===== src/rtl/core/ptw_pkg.sv =====
// ----------------------------------------------------------------------------
// ptw_pkg
// Types, codes and helpers shared by the page table walker modules.
// ----------------------------------------------------------------------------
package ptw_pkg;

  localparam int PHYS_ADDR_BITS_DEF = 52;
  localparam int VADDR_W            = 48;
  localparam int ENTRY_W            = 64;
  localparam int ADDR_W             = 52;
  localparam int ROOT_W             = 40;
  localparam int FAULT_W            = 3;
  localparam int FRAME_SHIFT        = 12;
  localparam int IDX_W              = 9;

  // Input commands
  localparam logic CMD_TRANSLATE = 1'b0;
  localparam logic CMD_RESPONSE  = 1'b1;

  // Result kinds
  localparam logic KIND_READ = 1'b0;
  localparam logic KIND_DONE = 1'b1;

  // Walk levels
  localparam logic [1:0] LVL_PML4 = 2'd0;
  localparam logic [1:0] LVL_PDPT = 2'd1;
  localparam logic [1:0] LVL_PD   = 2'd2;
  localparam logic [1:0] LVL_PT   = 2'd3;

  // Fault codes
  localparam logic [FAULT_W-1:0] FLT_OK          = 3'd0;
  localparam logic [FAULT_W-1:0] FLT_PML4_ABSENT = 3'd1;
  localparam logic [FAULT_W-1:0] FLT_PDPT_ABSENT = 3'd2;
  localparam logic [FAULT_W-1:0] FLT_1G_PAGE     = 3'd3;
  localparam logic [FAULT_W-1:0] FLT_PD_ABSENT   = 3'd4;
  localparam logic [FAULT_W-1:0] FLT_2M_PAGE     = 3'd5;
  localparam logic [FAULT_W-1:0] FLT_PT_ABSENT   = 3'd6;

  // Entry bit positions
  localparam int ENTRY_PRESENT_BIT = 0;
  localparam int ENTRY_PS_BIT      = 7;

  typedef struct packed {
    logic               cmd;
    logic [VADDR_W-1:0] lookup_addr;
    logic [ENTRY_W-1:0] entry_data;
  } in_item_t;

  typedef struct packed {
    logic               kind;
    logic [ADDR_W-1:0]  read_addr;
    logic [ADDR_W-1:0]  page_base;
    logic [ADDR_W-1:0]  leaf_entry_addr;
    logic [FAULT_W-1:0] fault;
  } out_item_t;

  // Walk control state
  typedef struct packed {
    logic       busy;
    logic [1:0] level;
  } walk_ctrl_t;

  // 9-bit table index of a virtual address at a given level
  function automatic logic [IDX_W-1:0] level_index(logic [VADDR_W-1:0] va,
                                                   logic [1:0] lvl);
    logic [IDX_W-1:0] idx;
    case (lvl)
      LVL_PML4: idx = va[47:39];
      LVL_PDPT: idx = va[38:30];
      LVL_PD:   idx = va[29:21];
      default:  idx = va[20:12];
    endcase
    return idx;
  endfunction

  // Fault code for a non-present entry at a given level
  function automatic logic [FAULT_W-1:0] absent_code(logic [1:0] lvl);
    logic [FAULT_W-1:0] code;
    case (lvl)
      LVL_PML4: code = FLT_PML4_ABSENT;
      LVL_PDPT: code = FLT_PDPT_ABSENT;
      LVL_PD:   code = FLT_PD_ABSENT;
      default:  code = FLT_PT_ABSENT;
    endcase
    return code;
  endfunction

endpackage


===== src/rtl/core/ptw_step.sv =====
// ----------------------------------------------------------------------------
// ptw_step
// Next-state and result logic for one accepted item of the walker.
// ----------------------------------------------------------------------------
module ptw_step #(
  parameter int PA_BITS = ptw_pkg::PHYS_ADDR_BITS_DEF
) (
  input  ptw_pkg::in_item_t                 item,
  input  ptw_pkg::walk_ctrl_t               ctrl,
  input  logic [ptw_pkg::VADDR_W-1:0]       saved_vaddr,
  input  logic [PA_BITS-1:0]                pending_addr,
  input  logic [ptw_pkg::ROOT_W-1:0]        root_frame,
  output ptw_pkg::walk_ctrl_t               ctrl_next,
  output logic [ptw_pkg::VADDR_W-1:0]       saved_vaddr_next,
  output logic [PA_BITS-1:0]                pending_addr_next,
  output logic                              emit,
  output ptw_pkg::out_item_t                result
);
  import ptw_pkg::*;

  localparam int FRAME_W = PA_BITS - FRAME_SHIFT;

  logic             present;
  logic             large_page;
  logic [1:0]       level_up;
  logic [PA_BITS-1:0] root_addr;
  logic [PA_BITS-1:0] next_addr;

  // Entry checks and candidate read addresses (base low bits are zero: concat)
  assign present    = item.entry_data[ENTRY_PRESENT_BIT];
  assign large_page = item.entry_data[ENTRY_PS_BIT] &&
                      (ctrl.level == LVL_PDPT || ctrl.level == LVL_PD);
  assign level_up   = ctrl.level + 2'd1;
  assign root_addr  = {root_frame[FRAME_W-1:0],
                       level_index(item.lookup_addr, LVL_PML4), 3'b000};
  assign next_addr  = {item.entry_data[PA_BITS-1:FRAME_SHIFT],
                       level_index(saved_vaddr, level_up), 3'b000};

  // Walk sequencing
  always_comb begin
    ctrl_next         = ctrl;
    saved_vaddr_next  = saved_vaddr;
    pending_addr_next = pending_addr;
    emit              = 1'b0;
    result            = '0;
    if (item.cmd == CMD_TRANSLATE) begin
      if (!ctrl.busy) begin
        saved_vaddr_next  = item.lookup_addr;
        pending_addr_next = root_addr;
        ctrl_next.busy    = 1'b1;
        ctrl_next.level   = LVL_PML4;
        emit              = 1'b1;
        result.kind       = KIND_READ;
        result.read_addr  = ADDR_W'(root_addr);
      end
    end else if (ctrl.busy) begin
      emit = 1'b1;
      if (!present || large_page || ctrl.level == LVL_PT) begin
        // walk ends here, fault or leaf
        ctrl_next.busy         = 1'b0;
        ctrl_next.level        = LVL_PML4;
        result.kind            = KIND_DONE;
        result.leaf_entry_addr = ADDR_W'(pending_addr);
        if (!present) begin
          result.fault = absent_code(ctrl.level);
        end else if (large_page) begin
          result.fault = (ctrl.level == LVL_PDPT) ? FLT_1G_PAGE : FLT_2M_PAGE;
        end else begin
          result.fault     = FLT_OK;
          result.page_base = ADDR_W'({item.entry_data[PA_BITS-1:FRAME_SHIFT],
                                      {FRAME_SHIFT{1'b0}}});
        end
      end else begin
        // descend one level
        ctrl_next.level   = level_up;
        pending_addr_next = next_addr;
        result.kind       = KIND_READ;
        result.read_addr  = ADDR_W'(next_addr);
      end
    end
  end

endmodule


===== src/rtl/core/four_level_page_table_walker.sv =====
// ----------------------------------------------------------------------------
// four_level_page_table_walker
// Four-level x86-64 page table walk sequencer with a registered result.
// ----------------------------------------------------------------------------
// Usage:
//   in_*  : one channel carries both translate requests (cmd 0, lookup_addr)
//           and memory read responses (cmd 1, entry_data).
//   out_* : read requests (kind 0, read_addr) and walk completions (kind 1,
//           page_base, leaf_entry_addr, fault).
//   cfg_* : writes the root table frame; always ready, write only when idle.
// A translate issues the PML4 read; each response either issues the next
// level's read or ends the walk. Requests while a walk is open and responses
// while idle are dropped without a result.
// Latency: the result is valid the cycle after the input transfer.
// Throughput: one item per cycle while the output is not stalled; the state update
// and result come from one level of entry checks and an address concat in front of the output register.
// Receiver stall: in_ready drops only while a result sits in the output
// register and out_ready is low; the result holds until transferred.
// Reset: walk idle, output empty, root frame zero.
// ----------------------------------------------------------------------------
module four_level_page_table_walker #(
  parameter int PHYS_ADDR_BITS = ptw_pkg::PHYS_ADDR_BITS_DEF
) (
  input  logic                        clk,
  input  logic                        rst,
  input  logic                        in_valid,
  output logic                        in_ready,
  input  ptw_pkg::in_item_t           in_data,
  output logic                        out_valid,
  input  logic                        out_ready,
  output ptw_pkg::out_item_t          out_data,
  input  logic                        cfg_valid,
  output logic                        cfg_ready,
  input  logic [ptw_pkg::ROOT_W-1:0]  cfg_data
);
  import ptw_pkg::*;

  walk_ctrl_t                ctrl;
  walk_ctrl_t                ctrl_next;
  logic [VADDR_W-1:0]        saved_vaddr;
  logic [VADDR_W-1:0]        saved_vaddr_next;
  logic [PHYS_ADDR_BITS-1:0] pending_addr;
  logic [PHYS_ADDR_BITS-1:0] pending_addr_next;
  logic [ROOT_W-1:0]         root_frame;
  logic                      emit;
  out_item_t                 result;
  logic                      in_fire;

  // Handshakes
  assign in_ready  = !out_valid || out_ready;
  assign in_fire   = in_valid && in_ready;
  assign cfg_ready = 1'b1;

  ptw_step #(
    .PA_BITS (PHYS_ADDR_BITS)
  ) u_step (
    .item              (in_data),
    .ctrl              (ctrl),
    .saved_vaddr       (saved_vaddr),
    .pending_addr      (pending_addr),
    .root_frame        (root_frame),
    .ctrl_next         (ctrl_next),
    .saved_vaddr_next  (saved_vaddr_next),
    .pending_addr_next (pending_addr_next),
    .emit              (emit),
    .result            (result)
  );

  // Root table frame register
  always_ff @(posedge clk) begin
    if (rst) begin
      root_frame <= '0;
    end else if (cfg_valid && cfg_ready) begin
      root_frame <= cfg_data;
    end
  end

  // Walk state
  always_ff @(posedge clk) begin
    if (rst) begin
      ctrl <= '0;
    end else if (in_fire) begin
      ctrl <= ctrl_next;
    end
  end

  always_ff @(posedge clk) begin
    if (in_fire) begin
      saved_vaddr  <= saved_vaddr_next;
      pending_addr <= pending_addr_next;
    end
  end

  // Output register; slot is free whenever in_ready is high
  always_ff @(posedge clk) begin
    if (rst) begin
      out_valid <= 1'b0;
    end else if (in_ready) begin
      out_valid <= in_fire && emit;
    end
  end

  always_ff @(posedge clk) begin
    if (in_fire && emit) begin
      out_data <= result;
    end
  end

endmodule


===== config.mk =====
export PLATFORM = sky130hd
export DESIGN_NAME = four_level_page_table_walker
export DESIGN_NICKNAME = d
export VERILOG_FILES = /design/src/rtl/core/ptw_pkg.sv /design/src/rtl/core/ptw_step.sv /design/src/rtl/core/four_level_page_table_walker.sv
export SDC_FILE = /design/constraint.sdc
export NUM_CORES = 1
export LEC_CHECK = 0
export ABC_AREA = 1
export BUFFER_PORTS_ARGS = -buffer_cell sky130_fd_sc_hd__buf_2
export CORE_ASPECT_RATIO = 1.4
export CORE_MARGIN = 1
export CORE_UTILIZATION = 52
export DETAILED_ROUTE_END_ITERATION = 8
export GPL_ROUTABILITY_DRIVEN = 1
export PLACE_DENSITY = 0.92
export SLEW_MARGIN = 20
export SYNTH_ARGS = -nofsm -noshare
export SYNTH_HDL_FRONTEND = slang
export SYNTH_SLANG_ARGS = --single-unit

===== constraint.sdc =====
create_clock -name clk -period 6.25 [get_ports clk]
set_input_delay 1.25 -clock clk [delete_from_list [all_inputs] [get_ports clk]]
set_output_delay 1.25 -clock clk [all_outputs]
set_load 0.1 [all_outputs]

==> reports/metrics.csv <==
stage;metric;value;unit
clock_tree;clk_pin_slew;0.06;ns
yosys;synth_top_area_share;63.3;%
cells_and_area;layout.nets;1345;
clock_tree;htree_levels;1;
global_route;grt_start_max_net_pins;85;
hold_path;hp-class;reg -> reg;
critical_path;cp-end-kind;register;
yosys;synth-compound-area-share;9.94;%
routing;vias;8013;
yosys;yosysWarnings;0;
sta;finalHoldViolCount;0;
routing;wirelength;26.3;mm
yosys;synth_top_family_by_area;compound AO/OA/AOI/OAI gates;
clock_tree;cts_hold_buffers;0;
sta;tightest_slew;1.05;ns
critical_path;worstPathCellList;buf_4 > clkinv_1 > ha_1 > inv_1 > nand2_1 > inv_6 > buf_4;
yosys;netlist_instances;927;
global_route;grt.overflow.total;0;
floorplanning;fp.dieW;124;um
critical_path;critical_path_required;6.41;ns
run_status;outcome;finished, final reports clean;
critical_path;crit_path_top_delay_cell;clkinv_1;
clock_tree;clock-sinks;271;
critical_path;crit_fanout;84;
pwr;power;4320;uW
floorplanning;start_util;53.7;%
sta;fmax;226;MHz
critical_path;crit_arrival;4.59;ns
pwr;p_int;3040;uW
sta;finalSetupViolCount;0;
clock_tree;post_cts_buffers;0;
sta;clock_skew;0.0156;ns
cells_and_area;final_cell_area;13000;um^2
global_route;grt_pass1_wl;39.0;mm
pwr;pwr-share-comb;16.8;%
pwr;p_clk_share;34.4;%
floorplanning;io_pins;321;
yosys;yosys-top-cells-area;edfxtp_1, dfxtp_1, inv_1;
pwr;p_sw_share;29.6;%
routing;antenna_left;0;
yosys;synthAdderAreaFrac;1.16;%
global_route;antenna_found_initial;4;
hold_path;holdPathStages;2;
floorplanning;core_area;20100;um^2
global_route;grt_usage;24.2;%
floorplanning;die_area;21300;um^2
clock_tree;cts_root_buf;clkbuf_16;
global_route;use_met3;4.25;%
placement;placed_area;12200;um^2
cells_and_area;final_cells;1453;
sta;fin_crit_sh;70.8;%
yosys;syn_area_per_cell;11.6;um^2
yosys;yosys.area.top_type;edfxtp_1;
critical_path;critical_path_class;in -> reg;
yosys;synth_seq_cells;271;
routing;drcViolationCount;0;
routing;routedWlPerCell;18.1;um
pwr;power_leakage;0.00567;uW
clock_tree;clock_latency;0.52;ns
sta;relSlewSlack;30.0;%
pwr;switchingPower;1280;uW
routing;initialDrtViolationCount;749;
placement;place_inst;1402;
critical_path;reg2reg_setup_slack;3.00;ns
global_route;grt_pass1_vias;7691;
sta;worst_slack;1.83;ns
clock_tree;cts_resized;0;
critical_path;reg2reg_from;ctrl[0];
yosys;synthXorXnorAreaFrac;0;%
clock_tree;clockBufferDepth;3;
global_route;grt_busiest_layer;met2;
global_route;use_met2;42.4;%
sta;slew_viol_final;0;
placement;dp_hpwl;17.4;mm
yosys;synthMuxAreaShare;0;%
sta;setup_tns;0;ns
critical_path;path_common_cell;buf_4;
placement;io_buffers;267;
cells_and_area;drive_gt1_share;26.9;%
pwr;ir_drop;258;uV
hold_path;hp-start;root_frame[19];
sta;rsz0062_at_grt;false;
yosys;syn_area;10800;um^2
floorplanning;std_cell_rows;61;
yosys;yosys.area_share.simple;8.84;%
hold_path;holdPathEnd;root_frame[19];
critical_path;rr_worst_depth;7;
pwr;p_per_area;332;nW/um^2
run;maxCapViolCount;0;
sta;fin_crit;4.42;ns
critical_path;start_kind;input port;
floorplanning;fp.dieH;172;um
yosys;synthDistinctLibCells;22;
pwr;p_seq_share;48.8;%
routing;drtPass1Iterations;5;
critical_path;cp_slowest_stage_delay;0.83;ns
placement;place_ws;1.38;ns
routing;vias_per_cell;5.51;
placement;place.gp.congestion;0.899;
cells_and_area;syn_to_final_growth;20.9;%
global_route;met1_usage;27.8;%
clock_tree;cts_tree;done;
critical_path;r2r-end;pending_addr[9];
clock_tree;numCtsBuffers;25;
yosys;ys_seq_area_share;71.5;%
==> critical path, delay by kind of cell <==
family / cells / cell delay (ns)
adder cells (fa/ha/maj): 1 / 0.56
buffers and inverters: 5 / 2.52
AND/OR/NAND/NOR: 1 / 0.17
==> cells in the mapped netlist, drive strengths merged <==
cell type,instances
a21oi,53
buf,43
clkbuf,27
clkinv,4
conb,2
dfxtp,44
edfxtp,227
ha,10
inv,143
nand2,100
nand3,18
nand4,1
nor2,122
nor2b,1
nor3,1
o21ai,91
o32ai,40
==> metrics by stage <==
step / hold slack (ns) / utilization (%)
after CTS: 0.478 / 64.8
after floorplan: 0.444 / -
after detailed placement: 0.469 / 60.9
after global routing: 0.499 / 64.9
after global placement: 0.457 / 60.9
final: 0.479 / 64.9
==> sequential cells by signal (all words and copies together), names as in the netlist <==
signal,cells
out_data,142
pending_addr,49
root_frame,40
saved_vaddr,36
ctrl,3
out_valid,1
==> routing by layer <==
metal / wire, um / vias to the layer above
li1: - / 3604
met1: 9150 / 3788
met2: 13600 / 518
met3: 2270 / 101
met4: 1330 / 2
met5: 13 / -
==> cell families after synthesis <==
group | Yosys count
flip-flops | 271
buffers and inverters | 217
AO/OA/AOI/OAI | 184
other | 2
adder cells (fa/ha/maj) | 10
AND/OR/NAND/NOR | 243
==> layout make-up <==
cell class	count	area (um^2)
fill	1450	7040
clock buffer	36	687
antenna	5	12.5
inverter	147	557
multi-input combinational	456	2250
clock inverter	10	106
timing repair buffer	276	1410
sequential	271	7700
tap	252	315
==> how the worst max path moves through the flow <==
stage,from,end,slack [ns],depth (start not counted)
after global routing,in_data[112],out_data[146],1.60,7
after floorplan,in_data[112],out_data[0],0.60,8
after detailed placement,in_data[112],out_data[99],1.38,7
after CTS,in_data[112],out_data[93],1.89,7
after global placement,in_data[112],out_data[99],1.50,7
final,in_data[112],out_data[146],1.83,7
==> cells in the final DEF, fill, tap and decap left out, drive strengths merged <==
| master | count |
|---|---|
| buf | 276 |
| nand4 | 1 |
| diode | 5 |
| dfxtp | 44 |
| conb | 19 |
| clkinv | 8 |
| ha | 10 |
| inv | 145 |
| nand3 | 18 |
| nor3 | 1 |
| edfxtp | 227 |
| clkinvlp | 2 |
| nand2 | 100 |
| o32ai | 40 |
| bufinv | 2 |
| o21ai | 91 |
| nor2b | 1 |
| a21oi | 53 |
| clkbuf | 36 |
| nor2 | 122 |
==> power groups by stage <==
stage          combinational (uW)  sequential [uW]  clock [uW]
2_1_floorplan                 233             2490           0
3_3_place_gp                  704             2140           0
3_5_place_dp                  723             2150           0
4_1_cts                       726             2110        1500
5_1_grt                       766             2110        1570
6_report                      728             2110        1490
(Power assumes the default switching activity.)
